===== src/rtl/ppfa_pkg.sv =====
// Shared constants and types for the particle pair force accumulator.
`default_nettype none

package ppfa_pkg;

  // Default geometry and species count
  localparam int unsigned SCREEN_WIDTH_DEF  = 1920;
  localparam int unsigned SCREEN_HEIGHT_DEF = 1080;
  localparam int unsigned KINDS_DEF         = 6;

  // Field widths
  localparam int unsigned POS_W   = 15;
  localparam int unsigned KIND_W  = 3;
  localparam int unsigned WRAP_W  = 2;
  localparam int unsigned FORCE_W = 24;
  localparam int unsigned CFG_W   = 64;
  localparam int unsigned CFG_IDX_W = 3;

  // Datapath widths
  localparam int unsigned DELTA_W    = 19;  // signed neighbour offset
  localparam int unsigned MAG_W      = 17;  // offset magnitude
  localparam int unsigned RAD_W      = 36;  // squared distance
  localparam int unsigned ROOT_W     = RAD_W / 2;
  localparam int unsigned DIVIDEND_W = 50;
  localparam int unsigned DIVISOR_W  = 35;
  localparam int unsigned QUOT_W     = 16;
  localparam int unsigned MUL_A_W    = 27;
  localparam int unsigned MUL_B_W    = 18;
  localparam int unsigned PROD_W     = MUL_A_W + MUL_B_W;
  localparam int unsigned F_W        = QUOT_W + 1;

  // Configuration register indexes
  typedef enum logic [CFG_IDX_W-1:0] {
    REG_INNER  = 3'd0,
    REG_OUTER  = 3'd1,
    REG_COEF0  = 3'd2,
    REG_COEF1  = 3'd3,
    REG_COEF2  = 3'd4,
    REG_COEF3  = 3'd5,
    REG_COEF4  = 3'd6
  } reg_idx_e;

  localparam logic [POS_W-1:0] INNER_RST = 15'd320;
  localparam logic [POS_W-1:0] OUTER_RST = 15'd1280;

endpackage

`default_nettype wire


===== src/rtl/ppfa_div.sv =====
// Iterative restoring divider, one quotient bit per cycle.
`default_nettype none

module ppfa_div (
  input  wire logic                             clk_i,
  input  wire logic                             rst_ni,
  input  wire logic                             start_i,
  input  wire logic [ppfa_pkg::DIVIDEND_W-1:0]  dividend_i,
  input  wire logic [ppfa_pkg::DIVISOR_W-1:0]   divisor_i,
  output logic                                  done_o,
  output logic [ppfa_pkg::QUOT_W-1:0]           quot_o
);

  localparam int unsigned CNT_W = $clog2(ppfa_pkg::QUOT_W + 1);

  logic [ppfa_pkg::DIVIDEND_W-1:0] rem_q, rem_d;
  logic [ppfa_pkg::DIVIDEND_W-1:0] dsh_q, dsh_d;
  logic [ppfa_pkg::QUOT_W-1:0]     quot_q, quot_d;
  logic [CNT_W-1:0]                cnt_q, cnt_d;
  logic                            busy_q, busy_d;
  logic                            done_q, done_d;

  // One compare and subtract against the shifted divisor per step
  always_comb begin
    rem_d  = rem_q;
    dsh_d  = dsh_q;
    quot_d = quot_q;
    cnt_d  = cnt_q;
    busy_d = busy_q;
    done_d = 1'b0;
    if (start_i) begin
      rem_d  = dividend_i;
      dsh_d  = {divisor_i, (ppfa_pkg::QUOT_W - 1)'(0)};
      quot_d = '0;
      cnt_d  = CNT_W'(ppfa_pkg::QUOT_W);
      busy_d = 1'b1;
    end else if (busy_q) begin
      if (rem_q >= dsh_q) begin
        rem_d  = rem_q - dsh_q;
        quot_d = {quot_q[ppfa_pkg::QUOT_W-2:0], 1'b1};
      end else begin
        quot_d = {quot_q[ppfa_pkg::QUOT_W-2:0], 1'b0};
      end
      dsh_d = dsh_q >> 1;
      cnt_d = cnt_q - 1'b1;
      if (cnt_q == CNT_W'(1)) begin
        busy_d = 1'b0;
        done_d = 1'b1;
      end
    end
  end

  always_ff @(posedge clk_i or negedge rst_ni) begin
    if (!rst_ni) begin
      busy_q <= 1'b0;
      done_q <= 1'b0;
      cnt_q  <= '0;
    end else begin
      busy_q <= busy_d;
      done_q <= done_d;
      cnt_q  <= cnt_d;
    end
  end

  always_ff @(posedge clk_i) begin
    rem_q  <= rem_d;
    dsh_q  <= dsh_d;
    quot_q <= quot_d;
  end

  assign done_o = done_q;
  assign quot_o = quot_q;

endmodule

`default_nettype wire


===== src/rtl/ppfa_sqrt.sv =====
// Iterative integer square root, one root bit per cycle.
`default_nettype none

module ppfa_sqrt (
  input  wire logic                         clk_i,
  input  wire logic                         rst_ni,
  input  wire logic                         start_i,
  input  wire logic [ppfa_pkg::RAD_W-1:0]   rad_i,
  output logic                              done_o,
  output logic [ppfa_pkg::ROOT_W-1:0]       root_o
);

  localparam int unsigned CNT_W = $clog2(ppfa_pkg::ROOT_W + 1);

  logic [ppfa_pkg::RAD_W-1:0] val_q, val_d;
  logic [ppfa_pkg::RAD_W-1:0] root_q, root_d;
  logic [ppfa_pkg::RAD_W-1:0] bit_q, bit_d;
  logic [ppfa_pkg::RAD_W-1:0] trial;
  logic [CNT_W-1:0]           cnt_q, cnt_d;
  logic                       busy_q, busy_d;
  logic                       done_q, done_d;

  assign trial = root_q + bit_q;

  // Take one root bit per step
  always_comb begin
    val_d  = val_q;
    root_d = root_q;
    bit_d  = bit_q;
    cnt_d  = cnt_q;
    busy_d = busy_q;
    done_d = 1'b0;
    if (start_i) begin
      val_d  = rad_i;
      root_d = '0;
      bit_d  = ppfa_pkg::RAD_W'(1) << (ppfa_pkg::RAD_W - 2);
      cnt_d  = CNT_W'(ppfa_pkg::ROOT_W);
      busy_d = 1'b1;
    end else if (busy_q) begin
      if (val_q >= trial) begin
        val_d  = val_q - trial;
        root_d = (root_q >> 1) + bit_q;
      end else begin
        root_d = root_q >> 1;
      end
      bit_d = bit_q >> 2;
      cnt_d = cnt_q - 1'b1;
      if (cnt_q == CNT_W'(1)) begin
        busy_d = 1'b0;
        done_d = 1'b1;
      end
    end
  end

  always_ff @(posedge clk_i or negedge rst_ni) begin
    if (!rst_ni) begin
      busy_q <= 1'b0;
      done_q <= 1'b0;
      cnt_q  <= '0;
    end else begin
      busy_q <= busy_d;
      done_q <= done_d;
      cnt_q  <= cnt_d;
    end
  end

  always_ff @(posedge clk_i) begin
    val_q  <= val_d;
    root_q <= root_d;
    bit_q  <= bit_d;
  end

  assign done_o = done_q;
  assign root_o = root_q[ppfa_pkg::ROOT_W-1:0];

endmodule

`default_nettype wire


===== src/rtl/particle_pair_force_accumulator.sv =====
// A self, zero-distance or out-of-range pair ends after the square root, a repulsion pair
// adds two divisions and an attraction pair four; the next beat is taken once the pair is summed.
// The time per pair is set by the 18-step square root and by up to four 16-step divisions;
// all divisions run through one shared divider and all products through one shared multiplier.
// A finished sum waits in an output register while the next pairs are taken.
// Reset clears the sums and the output valid, and loads inner 320, outer 1280, coefficients 0.
`default_nettype none

module particle_pair_force_accumulator #(
  parameter int unsigned SCREEN_WIDTH  = ppfa_pkg::SCREEN_WIDTH_DEF,
  parameter int unsigned SCREEN_HEIGHT = ppfa_pkg::SCREEN_HEIGHT_DEF,
  parameter int unsigned KINDS         = ppfa_pkg::KINDS_DEF
) (
  input  wire logic                            clk_i,
  input  wire logic                            rst_ni,
  // Configuration write port
  input  wire logic                            cfg_we_i,
  input  wire logic [ppfa_pkg::CFG_IDX_W-1:0]  cfg_idx_i,
  input  wire logic [ppfa_pkg::CFG_W-1:0]      cfg_wdata_i,
  // Pair input
  input  wire logic                            s_axis_tvalid,
  output logic                                 s_axis_tready,
  // self_x, self_y, self_kind, other_x, other_y, other_kind, wrap_x, wrap_y, pad
  input  wire logic [71:0]                     s_axis_tdata,
  // is_self
  input  wire logic                            s_axis_tuser,
  input  wire logic                            s_axis_tlast,
  // Force output
  output logic                                 m_axis_tvalid,
  input  wire logic                            m_axis_tready,
  // force_x, force_y
  output logic [47:0]                          m_axis_tdata
);

  localparam int unsigned DW = ppfa_pkg::DELTA_W;
  localparam int unsigned MW = ppfa_pkg::MAG_W;
  localparam int unsigned PW = ppfa_pkg::POS_W;
  localparam int unsigned RW = ppfa_pkg::ROOT_W;
  localparam logic signed [DW-1:0] WX1 = DW'(SCREEN_WIDTH * 16);
  localparam logic signed [DW-1:0] WY1 = DW'(SCREEN_HEIGHT * 16);
  localparam logic [ppfa_pkg::DIVISOR_W-1:0] BHASK_K = ppfa_pkg::DIVISOR_W'(5) << 32;

  typedef enum logic [18:0] {
    S_IDLE = 19'd1 << 0,
    S_MX   = 19'd1 << 1,
    S_MY   = 19'd1 << 2,
    S_SQS  = 19'd1 << 3,
    S_SQW  = 19'd1 << 4,
    S_RDEN = 19'd1 << 5,
    S_DIVR = 19'd1 << 6,
    S_WR   = 19'd1 << 7,
    S_MT   = 19'd1 << 8,
    S_DIVS = 19'd1 << 9,
    S_WS   = 19'd1 << 10,
    S_MK   = 19'd1 << 11,
    S_KL   = 19'd1 << 12,
    S_FXM  = 19'd1 << 13,
    S_FXD  = 19'd1 << 14,
    S_FXW  = 19'd1 << 15,
    S_FYM  = 19'd1 << 16,
    S_FYD  = 19'd1 << 17,
    S_FYW  = 19'd1 << 18
  } state_e;

  state_e state_q, state_d;

  // Configuration registers
  logic [PW-1:0]  inner_q, outer_q;
  logic [287:0]   coef_q;

  always_ff @(posedge clk_i or negedge rst_ni) begin
    if (!rst_ni) begin
      inner_q <= ppfa_pkg::INNER_RST;
      outer_q <= ppfa_pkg::OUTER_RST;
      coef_q  <= '0;
    end else if (cfg_we_i) begin
      case (cfg_idx_i)
        ppfa_pkg::REG_INNER: inner_q <= cfg_wdata_i[PW-1:0];
        ppfa_pkg::REG_OUTER: outer_q <= cfg_wdata_i[PW-1:0];
        ppfa_pkg::REG_COEF0: coef_q[63:0]    <= cfg_wdata_i;
        ppfa_pkg::REG_COEF1: coef_q[127:64]  <= cfg_wdata_i;
        ppfa_pkg::REG_COEF2: coef_q[191:128] <= cfg_wdata_i;
        ppfa_pkg::REG_COEF3: coef_q[255:192] <= cfg_wdata_i;
        ppfa_pkg::REG_COEF4: coef_q[287:256] <= cfg_wdata_i[31:0];
        default: ;
      endcase
    end
  end

  // Unpack the input beat
  logic [PW-1:0] in_sx, in_sy, in_ox, in_oy;
  logic [2:0]    in_ks, in_ko;
  logic [1:0]    in_wx, in_wy;

  assign in_sx = s_axis_tdata[14:0];
  assign in_sy = s_axis_tdata[29:15];
  assign in_ks = s_axis_tdata[32:30];
  assign in_ox = s_axis_tdata[47:33];
  assign in_oy = s_axis_tdata[62:48];
  assign in_ko = s_axis_tdata[65:63];
  assign in_wx = s_axis_tdata[67:66];
  assign in_wy = s_axis_tdata[69:68];

  function automatic logic signed [DW-1:0] wrap_shift(input logic [1:0] w,
                                                      input logic signed [DW-1:0] span);
    logic signed [DW-1:0] r;
    begin
      case (w)
        2'b01:   r = span;
        2'b11:   r = -span;
        2'b10:   r = -(span <<< 1);
        default: r = '0;
      endcase
      return r;
    end
  endfunction

  logic signed [DW-1:0] dx_w, dy_w;
  assign dx_w = $signed(DW'(in_ox)) - wrap_shift(in_wx, WX1) - $signed(DW'(in_sx));
  assign dy_w = $signed(DW'(in_oy)) - wrap_shift(in_wy, WY1) - $signed(DW'(in_sy));

  // Coefficient lookup, zero for a species out of range
  logic [5:0]        cidx;
  logic [7:0]        cbyte;
  logic              ckind_ok;
  assign cidx     = 6'(in_ks) + 6'(in_ko) * 6'(KINDS);
  assign ckind_ok = (32'(in_ks) < KINDS) && (32'(in_ko) < KINDS);
  assign cbyte    = ckind_ok ? coef_q[{cidx, 3'b000} +: 8] : 8'd0;

  // Pair registers
  logic [MW-1:0]  adx_q, ady_q;
  logic           sgnx_q, sgny_q, self_q, last_q;
  logic [7:0]     cabs_q;
  logic           csgn_q;
  logic [RW-1:0]  d_q;
  logic           rep_q, ksgn_q;
  logic [ppfa_pkg::MUL_A_W-1:0]   kmag_q;
  logic [ppfa_pkg::DIVISOR_W-1:0] den_q;
  logic [34:0]    d2x_q;
  logic [ppfa_pkg::QUOT_W-1:0]    r_q, s_q;
  logic signed [ppfa_pkg::F_W-1:0] fx_q, fy_q;

  // Shared multiplier with registered product
  logic [ppfa_pkg::MUL_A_W-1:0] mul_a;
  logic [ppfa_pkg::MUL_B_W-1:0] mul_b;
  logic [ppfa_pkg::PROD_W-1:0]  prod_q;

  always_ff @(posedge clk_i) begin
    prod_q <= ppfa_pkg::PROD_W'(mul_a) * ppfa_pkg::PROD_W'(mul_b);
  end

  // Shared divider and root unit
  logic                               div_start, div_done;
  logic [ppfa_pkg::DIVIDEND_W-1:0]    div_num;
  logic [ppfa_pkg::DIVISOR_W-1:0]     div_den;
  logic [ppfa_pkg::QUOT_W-1:0]        div_quot;
  logic                               sq_start, sq_done;
  logic [ppfa_pkg::RAD_W-1:0]         sq_rad;
  logic [RW-1:0]                      sq_root;

  ppfa_div u_div (
    .clk_i      (clk_i),
    .rst_ni     (rst_ni),
    .start_i    (div_start),
    .dividend_i (div_num),
    .divisor_i  (div_den),
    .done_o     (div_done),
    .quot_o     (div_quot)
  );

  ppfa_sqrt u_sqrt (
    .clk_i  (clk_i),
    .rst_ni (rst_ni),
    .start_i(sq_start),
    .rad_i  (sq_rad),
    .done_o (sq_done),
    .root_o (sq_root)
  );

  assign sq_rad = ppfa_pkg::RAD_W'(d2x_q) + ppfa_pkg::RAD_W'(prod_q[34:0]);

  // Distance terms used by the branch decision and the divisions
  logic [RW-1:0] inner_ext, d_minus_inner;
  logic [PW-1:0] span;
  logic [30:0]   t_val;
  assign inner_ext     = RW'(inner_q);
  assign d_minus_inner = d_q - inner_ext;
  assign span          = outer_q - inner_q;
  assign t_val         = prod_q[30:0];

  // Output register and accumulators
  logic signed [ppfa_pkg::FORCE_W-1:0] sum_x_q, sum_y_q;
  logic signed [ppfa_pkg::FORCE_W-1:0] nsum_x, nsum_y;
  logic                                out_vld_q;
  logic [47:0]                         out_data_q;
  logic                                acc_go;

  function automatic logic signed [ppfa_pkg::FORCE_W-1:0] sat_add(
      input logic signed [ppfa_pkg::FORCE_W-1:0] acc,
      input logic signed [ppfa_pkg::F_W-1:0]     f);
    logic signed [ppfa_pkg::FORCE_W:0] s;
    begin
      s = (ppfa_pkg::FORCE_W+1)'(acc) + (ppfa_pkg::FORCE_W+1)'(f);
      if (s > 25'sd8388607)       return 24'sh7FFFFF;
      else if (s < -25'sd8388608) return 24'sh800000;
      else                        return s[ppfa_pkg::FORCE_W-1:0];
    end
  endfunction

  assign nsum_x = sat_add(sum_x_q, fx_q);
  assign nsum_y = sat_add(sum_y_q, fy_q);

  // A pair that reaches the y division finishes when that division is done
  assign acc_go = (state_q == S_FYW) && div_done;

  logic out_free;
  assign out_free = !out_vld_q || m_axis_tready;

  // Sequencer
  logic fin_pend_q;   // pair done, not yet summed; a last pair also waits for the output register
  always_comb begin
    state_d   = state_q;
    mul_a     = '0;
    mul_b     = '0;
    div_start = 1'b0;
    div_num   = '0;
    div_den   = '0;
    sq_start  = 1'b0;
    case (state_q)
      S_IDLE: if (s_axis_tvalid && s_axis_tready) state_d = S_MX;
      S_MX: begin
        mul_a   = ppfa_pkg::MUL_A_W'(adx_q);
        mul_b   = ppfa_pkg::MUL_B_W'(adx_q);
        state_d = S_MY;
      end
      S_MY: begin
        mul_a   = ppfa_pkg::MUL_A_W'(ady_q);
        mul_b   = ppfa_pkg::MUL_B_W'(ady_q);
        state_d = S_SQS;
      end
      S_SQS: begin
        sq_start = 1'b1;
        state_d  = S_SQW;
      end
      S_SQW: begin
        if (sq_done) begin
          if (self_q || sq_root == '0) state_d = S_IDLE;
          else if (sq_root < inner_ext) state_d = S_RDEN;
          else if (outer_q <= inner_q) state_d = S_IDLE;
          else if ((sq_root - inner_ext) >= RW'(outer_q - inner_q)) state_d = S_IDLE;
          else state_d = S_DIVR;
        end
      end
      S_RDEN: begin
        mul_a   = ppfa_pkg::MUL_A_W'(inner_q);
        mul_b   = ppfa_pkg::MUL_B_W'(d_q);
        state_d = S_KL;
      end
      S_DIVR: begin
        div_start = 1'b1;
        div_num   = ppfa_pkg::DIVIDEND_W'(d_minus_inner) << 16;
        div_den   = ppfa_pkg::DIVISOR_W'(span);
        state_d   = S_WR;
      end
      S_WR: if (div_done) state_d = S_MT;
      S_MT: begin
        mul_a   = ppfa_pkg::MUL_A_W'(r_q);
        mul_b   = ppfa_pkg::MUL_B_W'(18'd65536 - ppfa_pkg::MUL_B_W'(r_q));
        state_d = S_DIVS;
      end
      S_DIVS: begin
        div_start = 1'b1;
        div_num   = ppfa_pkg::DIVIDEND_W'(t_val) << 19;
        div_den   = BHASK_K - (ppfa_pkg::DIVISOR_W'(t_val) << 2);
        state_d   = S_WS;
      end
      S_WS: if (div_done) state_d = S_MK;
      S_MK: begin
        mul_a   = ppfa_pkg::MUL_A_W'(s_q);
        mul_b   = ppfa_pkg::MUL_B_W'(cabs_q);
        state_d = S_KL;
      end
      S_KL: state_d = S_FXM;
      S_FXM: begin
        mul_a   = kmag_q;
        mul_b   = ppfa_pkg::MUL_B_W'(adx_q);
        state_d = S_FXD;
      end
      S_FXD: begin
        div_start = 1'b1;
        div_num   = ppfa_pkg::DIVIDEND_W'(prod_q);
        div_den   = den_q;
        state_d   = S_FXW;
      end
      S_FXW: if (div_done) state_d = S_FYM;
      S_FYM: begin
        mul_a   = kmag_q;
        mul_b   = ppfa_pkg::MUL_B_W'(ady_q);
        state_d = S_FYD;
      end
      S_FYD: begin
        div_start = 1'b1;
        div_num   = ppfa_pkg::DIVIDEND_W'(prod_q);
        div_den   = den_q;
        state_d   = S_FYW;
      end
      S_FYW: if (div_done) state_d = S_IDLE;
      default: state_d = S_IDLE;
    endcase
  end

  // Zero-force exits from the root step
  logic zero_exit;
  assign zero_exit = (state_q == S_SQW) && sq_done && (state_d == S_IDLE);

  // A pair finishes on a zero exit or after the y division
  logic pair_done;
  assign pair_done = zero_exit || acc_go;

  assign s_axis_tready = (state_q == S_IDLE) && !fin_pend_q;

  always_ff @(posedge clk_i or negedge rst_ni) begin
    if (!rst_ni) begin
      state_q    <= S_IDLE;
      fin_pend_q <= 1'b0;
      sum_x_q    <= '0;
      sum_y_q    <= '0;
      out_vld_q  <= 1'b0;
    end else begin
      state_q <= state_d;
      // Load a finished sum, or drop the valid once the beat is taken
      if (fin_pend_q && last_q && out_free) begin
        out_vld_q <= 1'b1;
      end else if (m_axis_tvalid && m_axis_tready) begin
        out_vld_q <= 1'b0;
      end
      if (pair_done) fin_pend_q <= 1'b1;
      // Fold the finished pair into the sums, or clear them once a last pair's total is loaded
      if (fin_pend_q) begin
        if (!last_q) begin
          sum_x_q    <= nsum_x;
          sum_y_q    <= nsum_y;
          fin_pend_q <= 1'b0;
        end else if (out_free) begin
          sum_x_q    <= '0;
          sum_y_q    <= '0;
          fin_pend_q <= 1'b0;
        end
      end
    end
  end

  // Datapath registers
  always_ff @(posedge clk_i) begin
    if (s_axis_tvalid && s_axis_tready) begin
      adx_q  <= dx_w[DW-1] ? MW'(-dx_w) : MW'(dx_w);
      ady_q  <= dy_w[DW-1] ? MW'(-dy_w) : MW'(dy_w);
      sgnx_q <= dx_w[DW-1];
      sgny_q <= dy_w[DW-1];
      self_q <= s_axis_tuser;
      last_q <= s_axis_tlast;
      cabs_q <= cbyte[7] ? (8'd0 - cbyte) : cbyte;
      csgn_q <= cbyte[7];
    end
    if (state_q == S_MY) d2x_q <= prod_q[34:0];
    if (state_q == S_SQW && sq_done) begin
      d_q    <= sq_root;
      rep_q  <= sq_root < inner_ext;
      ksgn_q <= 1'b1;
      kmag_q <= ppfa_pkg::MUL_A_W'(inner_ext - sq_root) << 12;
    end
    if (zero_exit) begin
      fx_q <= '0;
      fy_q <= '0;
    end
    if (state_q == S_WR && div_done) r_q <= div_quot;
    if (state_q == S_WS && div_done) s_q <= div_quot;
    if (state_q == S_MK) ksgn_q <= csgn_q;
    if (state_q == S_KL) begin
      if (rep_q) begin
        den_q <= ppfa_pkg::DIVISOR_W'(prod_q[34:0]);
      end else begin
        kmag_q <= prod_q[ppfa_pkg::MUL_A_W-1:0];
        den_q  <= ppfa_pkg::DIVISOR_W'(d_q) << 8;
      end
    end
    if (state_q == S_FXW && div_done) begin
      fx_q <= (ksgn_q ^ sgnx_q) ? -$signed(ppfa_pkg::F_W'(div_quot))
                                :  $signed(ppfa_pkg::F_W'(div_quot));
    end
    if (acc_go) begin
      fy_q <= (ksgn_q ^ sgny_q) ? -$signed(ppfa_pkg::F_W'(div_quot))
                                :  $signed(ppfa_pkg::F_W'(div_quot));
    end
    if (fin_pend_q && last_q && out_free) begin
      out_data_q <= {nsum_y, nsum_x};
    end
  end

  assign m_axis_tvalid = out_vld_q;
  assign m_axis_tdata  = out_data_q;

endmodule

`default_nettype wire

===== config.mk =====
export PLATFORM = sky130hd
export DESIGN_NAME = particle_pair_force_accumulator
export DESIGN_NICKNAME = d
export VERILOG_FILES = /design/src/rtl/ppfa_pkg.sv /design/src/rtl/ppfa_div.sv /design/src/rtl/ppfa_sqrt.sv /design/src/rtl/particle_pair_force_accumulator.sv
export SDC_FILE = /design/constraint.sdc
export NUM_CORES = 2
export LEC_CHECK = 0
export BUFFER_PORTS_ARGS = -buffer_cell sky130_fd_sc_hd__buf_2
export CAP_MARGIN = 20
export CORE_MARGIN = 8
export CORE_UTILIZATION = 50
export DETAILED_ROUTE_END_ITERATION = 6
export PLACE_DENSITY_LB_ADDON = 0.1
export SLEW_MARGIN = 5
export SYNTH_ARGS = -nofsm -noshare
export SYNTH_HDL_FRONTEND = slang
export SYNTH_HIERARCHICAL = 1
export SYNTH_SLANG_ARGS = --single-unit

===== constraint.sdc =====
create_clock -name clk_i -period 14.3 [get_ports clk_i]
set_input_delay 1.43 -clock clk_i [delete_from_list [all_inputs] [get_ports clk_i]]
set_output_delay 1.43 -clock clk_i [all_outputs]
set_load 0.02 [all_outputs]

* Word level (Yosys, flattened, before mapping)
Cells that the tools add are included.
** Storage, ports and cells
- Flip-flop bits (word level) :: 930
- Bits in latches :: 0
- Memory bits (writable) :: 0
- Memory bits (read-only) :: 0
- Bits of input ports :: 146
- Output and inout port bits :: 50
- Word-level logic and storage cells :: 239
- Memories kept :: 0
** Cells by class
- Add/subtract/negate cells :: 25
- $mul :: 2
- Divide/modulo/power cells :: 0
- Magnitude comparators :: 11
- Equal/unequal tests :: 35
- Shifts and indexed selects :: 1
- Mux-type cells :: 73
- Bitwise operators :: 2
- Reductions and logical operators :: 43
** Operators with widths (count)
- one-hot mux 19 bit (18 select lines) :: 1
- variable part select 288 x 10 -> 8 bit :: 1
- two-way mux 50 bit :: 5
- two-way mux 24 bit :: 7
- one-hot mux 27 bit (6 select lines) :: 1
- one-hot mux 50 bit (3 select lines) :: 1
- two-way mux 36 bit :: 4
- two-way mux 17 bit :: 7
- two-way mux 19 bit :: 6
- one-hot mux 19 bit (3 select lines) :: 2
- one-hot mux 35 bit (3 select lines) :: 1
- one-hot mux 18 bit (5 select lines) :: 1
- two-way mux 27 bit :: 3
- adder 35 x 35 -> 36 bit :: 2
- adder 24 x 17 -> 25 bit :: 2
- greater-or-equal comparator 50 bit :: 1
- > comparator 25 x 24 -> 1 bit (second input constant) :: 2
- less-than comparator 25 x 24 -> 1 bit (second input constant) :: 2
- subtractor 50 bit :: 1
- multiplier 27 x 18 -> 45 bit :: 1
- == test 19 x 1 -> 1 bit (second input constant) :: 2
- subtractor 16 x 19 -> 19 bit :: 2
- subtractor 19 x 16 -> 19 bit :: 2
- adder 36 x 35 -> 36 bit :: 1
- other kinds (57) :: 134

* Logic depth before layout (Yosys ltp)
- Depth in word-level cells :: 15
- Mapped depth :: 37
- Depth with buffers taken out :: 33

* Modules after synthesis
Netlist, hierarchy kept.
** Modules (own cells, without submodules)
- particle_pair_force_accumulator :: times used 1, cells each 5411, area an instance 55878.6 um^2, seq. area each 18669.2 um^2
- ppfa_sqrt :: times used 1, cells each 1036, area an instance 8425.6 um^2, seq. area each 2337.2 um^2
- ppfa_div :: times used 1, cells each 932, area an instance 8266.7 um^2, seq. area each 3348.2 um^2

* Least setup slack after synthesis
OpenSTA, ideal clock, no wires.
- Path kind :: reg-to-reg
- Start point :: reg state_q[15]
- End point :: reg prod_q[43] (netlist bit)
- Setup time :: 0.118 ns
- Arrival :: 8.386 ns
- Required time :: 14.182 ns
- Slack :: 5.795 ns
- Stages on the path, launching flop included :: 35
- Buffers on the path :: 4
- Period minus slack after synthesis :: 8.505 ns
- Cell sequence :: dfrtp_1 > buf_6 > or4_4 > or4_1 > or3_4 > nor3b_4 > or2_1 > buf_4 > buf_6 > a222oi_1 > nand2_2 > buf_4 > nand2_1 > fa_1 > inv_1 > fa_1 > inv_1 > fa_1 > inv_1 > fa_1 > fa_1 > inv_1 > fa_1 > inv_1 > ha_1 > nand4_1 > nor2_1 > a211oi_1 > nor2_1 > o311ai_0 > a21boi_0 > o41a_1 > nand2b_1 > nand3_1 > xor2_1
** Between the ends
- Cells in the longest elaborated chain, start to end :: 4
** Ends and longest elaborated chain
- start: declaration :: RTL line particle_pair_force_accumulator.sv:65 : state_e state_q, state_d;
- start signal: assignment :: RTL line particle_pair_force_accumulator.sv:330 : state_q <= state_d;
- == test 19 x 17 -> 1 bit, or another cell as far along :: RTL line particle_pair_force_accumulator.sv:229 : case (state_q)
- OR reduction 2 bit (no source line)
- one-hot mux 27 bit (6 select lines) / one-hot mux 18 bit (5 select lines) (equally long branches) :: RTL line particle_pair_force_accumulator.sv:229
- multiplier 27 x 18 -> 45 bit (*) :: RTL line particle_pair_force_accumulator.sv:149 : prod_q <= ppfa_pkg::PROD_W'(mul_a) * ppfa_pkg::PROD_W'(mul_b);
- end signal: assignment :: RTL line particle_pair_force_accumulator.sv:149
- end: declaration :: RTL line particle_pair_force_accumulator.sv:146 : logic [ppfa_pkg::PROD_W-1:0] prod_q;
Every way passes the cells marked *; elsewhere a longest branch is shown, timed or not.
A chain may end at the register's enable or synchronous reset.

* Worst setup path after layout
- Start point :: reg state_q[15]
- End point :: reg prod_q[39] (netlist bit)
Same word-level chain as after synthesis.

==> impl_metrics.ini <==
[synth]
synth_commonest_cells = nand2_1 (776), inv_1 (759), nor2_1 (605), ha_1 (477), fa_1 (425)
yosysMostFrequentCell = nand2_1
yosysTopAreaCellShare_pct = 15.4
synth_edf_count = 372
synth_cell_types = 116
yosys-top-cells-area = edfxtp_1 (15%), dfrtp_1 (14%), fa_1 (12%)
netlist.top_cell.by_area = edfxtp_1
syn_inst = 7379
ys_seq_area_share_pct = 33.6
syn_area_per_cell_um2 = 9.83
synth.cell_area_um2 = 72600
ys_seq_elements = 930
ys.flop_type = dfrtp_1
async_flop_share_pct = 43.1
yosys_warnings = 6

[hold_path]
worst_hold_path_type = reg2reg

[global_route]
first_global_vias = 55900
antenna_found_initial = 36
grt_pass1_wl_um = 333000
grt_max_degree = 188
grt.overflow.total = 0
grt_use_total_pct = 27.0

[worst_setup_path]
crit_fanout = 19
crit_path_frequent_cell = fa_1
setup.worst_path.end_class = flop
required_ns = 14.94
crit_family = simple AND/OR/NAND/NOR gates
crit_type = reg2reg
worst_ep_arrival_time_ns = 11.64
slowest_delay_ns = 0.90
critical_path.startpoint_type = flop
crit_slowest_cell = nor3b_4
worst-path-buf-inv = 4

[power_and_ir_drop]
p_leak_nw = 34.5
ir_drop_mv = 0.117
design_power_total_mw = 11.3
pwr_density_cell_nw_per_um2 = 143

[clock_tree]
cts_root_buf = clkbuf_16
clk_latency_ns = 0.75
postCtsSetupRepairBufs = 0
cts.path.max_buffers = 3
cts_buffers = 107
cts_resized = 0
clkTransAtPathRegs_ns = 0.07
clkSinkCount = 930
ctsHtreeMaxLevel = 3
tritoncts = built
cts_hold_buf = 0

[routing]
detail-route-antenna-nets = 0
via_per_inst = 5.90
drt_pass1_iterations = 7
drt_wl_total_um = 215000
vias = 56000
wl_per_cell_um = 22.7
drc = 3
drt_iter0_drc = 5122

[floorplan]
die_h_um = 397
ioPinCount = 196
start_util_pct = 50.1
rows = 140
core-area_um2 = 145000
die_area_um2 = 158000
die_x_um = 397

[final_layout]
fin_util_pct = 54.8
stdcell_count = 9489
syn_to_final_growth_pct = 9.44
design_area_um2 = 79400
fillers = 12900
layout-drive-gt1-share_pct = 13.6
seq_area_um2 = 24400
multi_input_area_um2 = 44000
nets = 8516

[placement]
dpl-instance-area_um2 = 75500
hpwl_um = 161000
dp_cells = 9273
pre_cts_ws_ns = 3.25
place_congestion = 0.955
port_buffers = 193

[run_status]
status = complete, but fails checks
violations = DRC

[sta]
finalHoldViolations = 0
rsz0062_at_grt = no
tns_ns = 0
worst_pin_slew_ns = 1.24
finalCriticalPeriod_ns = 11.00
fmax_mhz = 90.9
report.final.slew_viol_count = 0
setup_viol_count_final = 0
relSlewSlack_pct = 17.3
clock_skew_ns = 0.0657
hold_ws_ns = 0.457
fin_crit_sh_pct = 76.9
layout_setup_ws_ns = 3.30

[run]
drv_cap = 0
==> final cells by class <==
| class | count | area share [%] |
|---|---|---|
| multi-input cells | 5357 | 55.4 |
| diodes | 11 | 0.0347 |
| flip-flops and latches | 930 | 30.7 |
| well taps | 1917 | 3.02 |
| inverters | 761 | 3.60 |
| clock buffers | 137 | 3.82 |
| repair buffers | 311 | 2.40 |
| clock inverters | 65 | 1.09 |
==> flip-flops by register name, summed over array words and instances (netlist names), 16 cells and up <==
name	count
adx_q	17
ady_q	17
coef_q	288
d2x_q	35
d_q	18
den_q	35
fx_q	17
fy_q	17
kmag_q	27
m_axis_tdata	48
prod_q	45
r_q	16
s_q	16
state_q	19
sum_x_q	24
sum_y_q	24
u_div/dsh_q	50
u_div/quot_o	16
u_div/rem_q	50
u_sqrt/bit_q	18
u_sqrt/root_q	36
u_sqrt/val_q	36
==> metal layers <==
metal	vias to the layer above	GRT usage, %	wire length (um)
li1	25900	-	-
met5	-	0.646	268
met2	1868	42.4	95600
met3	422	5.05	15700
met1	27900	37.4	94600
met4	20	9.87	9020
==> final timing paths <==
path	from	to	slack, ns	cells past startpoint
worst max register to register	state_q[15]	prod_q[39]	3.30	28
worst min-delay path	kmag_q[7]	kmag_q[7]	0.46	2
worst max-delay path	state_q[15]	prod_q[39]	3.30	28
worst min register to register	kmag_q[7]	kmag_q[7]	0.46	2
min in group asynchronous	rst_ni	coef_q[253]	0.71	1
max in group asynchronous	rst_ni	sum_x_q[1]	10.50	4
==> report_power, final <==
| group | internal, mW | total (mW) | switching (mW) |
|---|---|---|---|
| Clock | 1.76 | 2.98 | 1.22 |
| Combinational | 1.88 | 4.66 | 2.78 |
| Sequential | 3.32 | 3.68 | 0.362 |
==> logic make-up (layout without fill, tap and decap cells) <==
logic type,after synthesis,count (layout),share of synthesized area (%)
buffers and inverters,1102,1274,6.12
adder cells (fa/ha/maj),902,902,19.9
multiplexers,486,486,8.80
XOR/XNOR,383,383,4.62
AO/OA/AOI/OAI,1455,1455,13.4
other,2,23,0.0103
AND/OR/NAND/NOR,2119,2119,13.5
flip-flops,930,930,33.6
==> worst register-to-register path: cells and delay by family (launching register included) <==
family / cells / cell delay [ns]
AO/OA/AOI/OAI: 7 / 2.47
adder cells (fa/ha/maj): 7 / 3.60
buffers and inverters: 4 / 0.41
flip-flops: 1 / 0.48
AND/OR/NAND/NOR: 10 / 3.95
==> placed cells by master, fill, tap and decap left out, drive strengths merged, types with 137 or more instances in the layout <==
master | Yosys | layout
xor2 | 142 | 142
inv | 760 | 767
dfxtp | 157 | 157
buf | 137 | 311
edfxtp | 372 | 372
dfrtp | 396 | 396
nor2 | 607 | 607
nand2 | 778 | 778
fa | 425 | 425
ha | 477 | 477
mux2 | 323 | 323
o21ai | 385 | 385
clkbuf | 204 | 137
xnor2 | 241 | 241
a21oi | 332 | 332
Power figures use the tool's default switching activity.
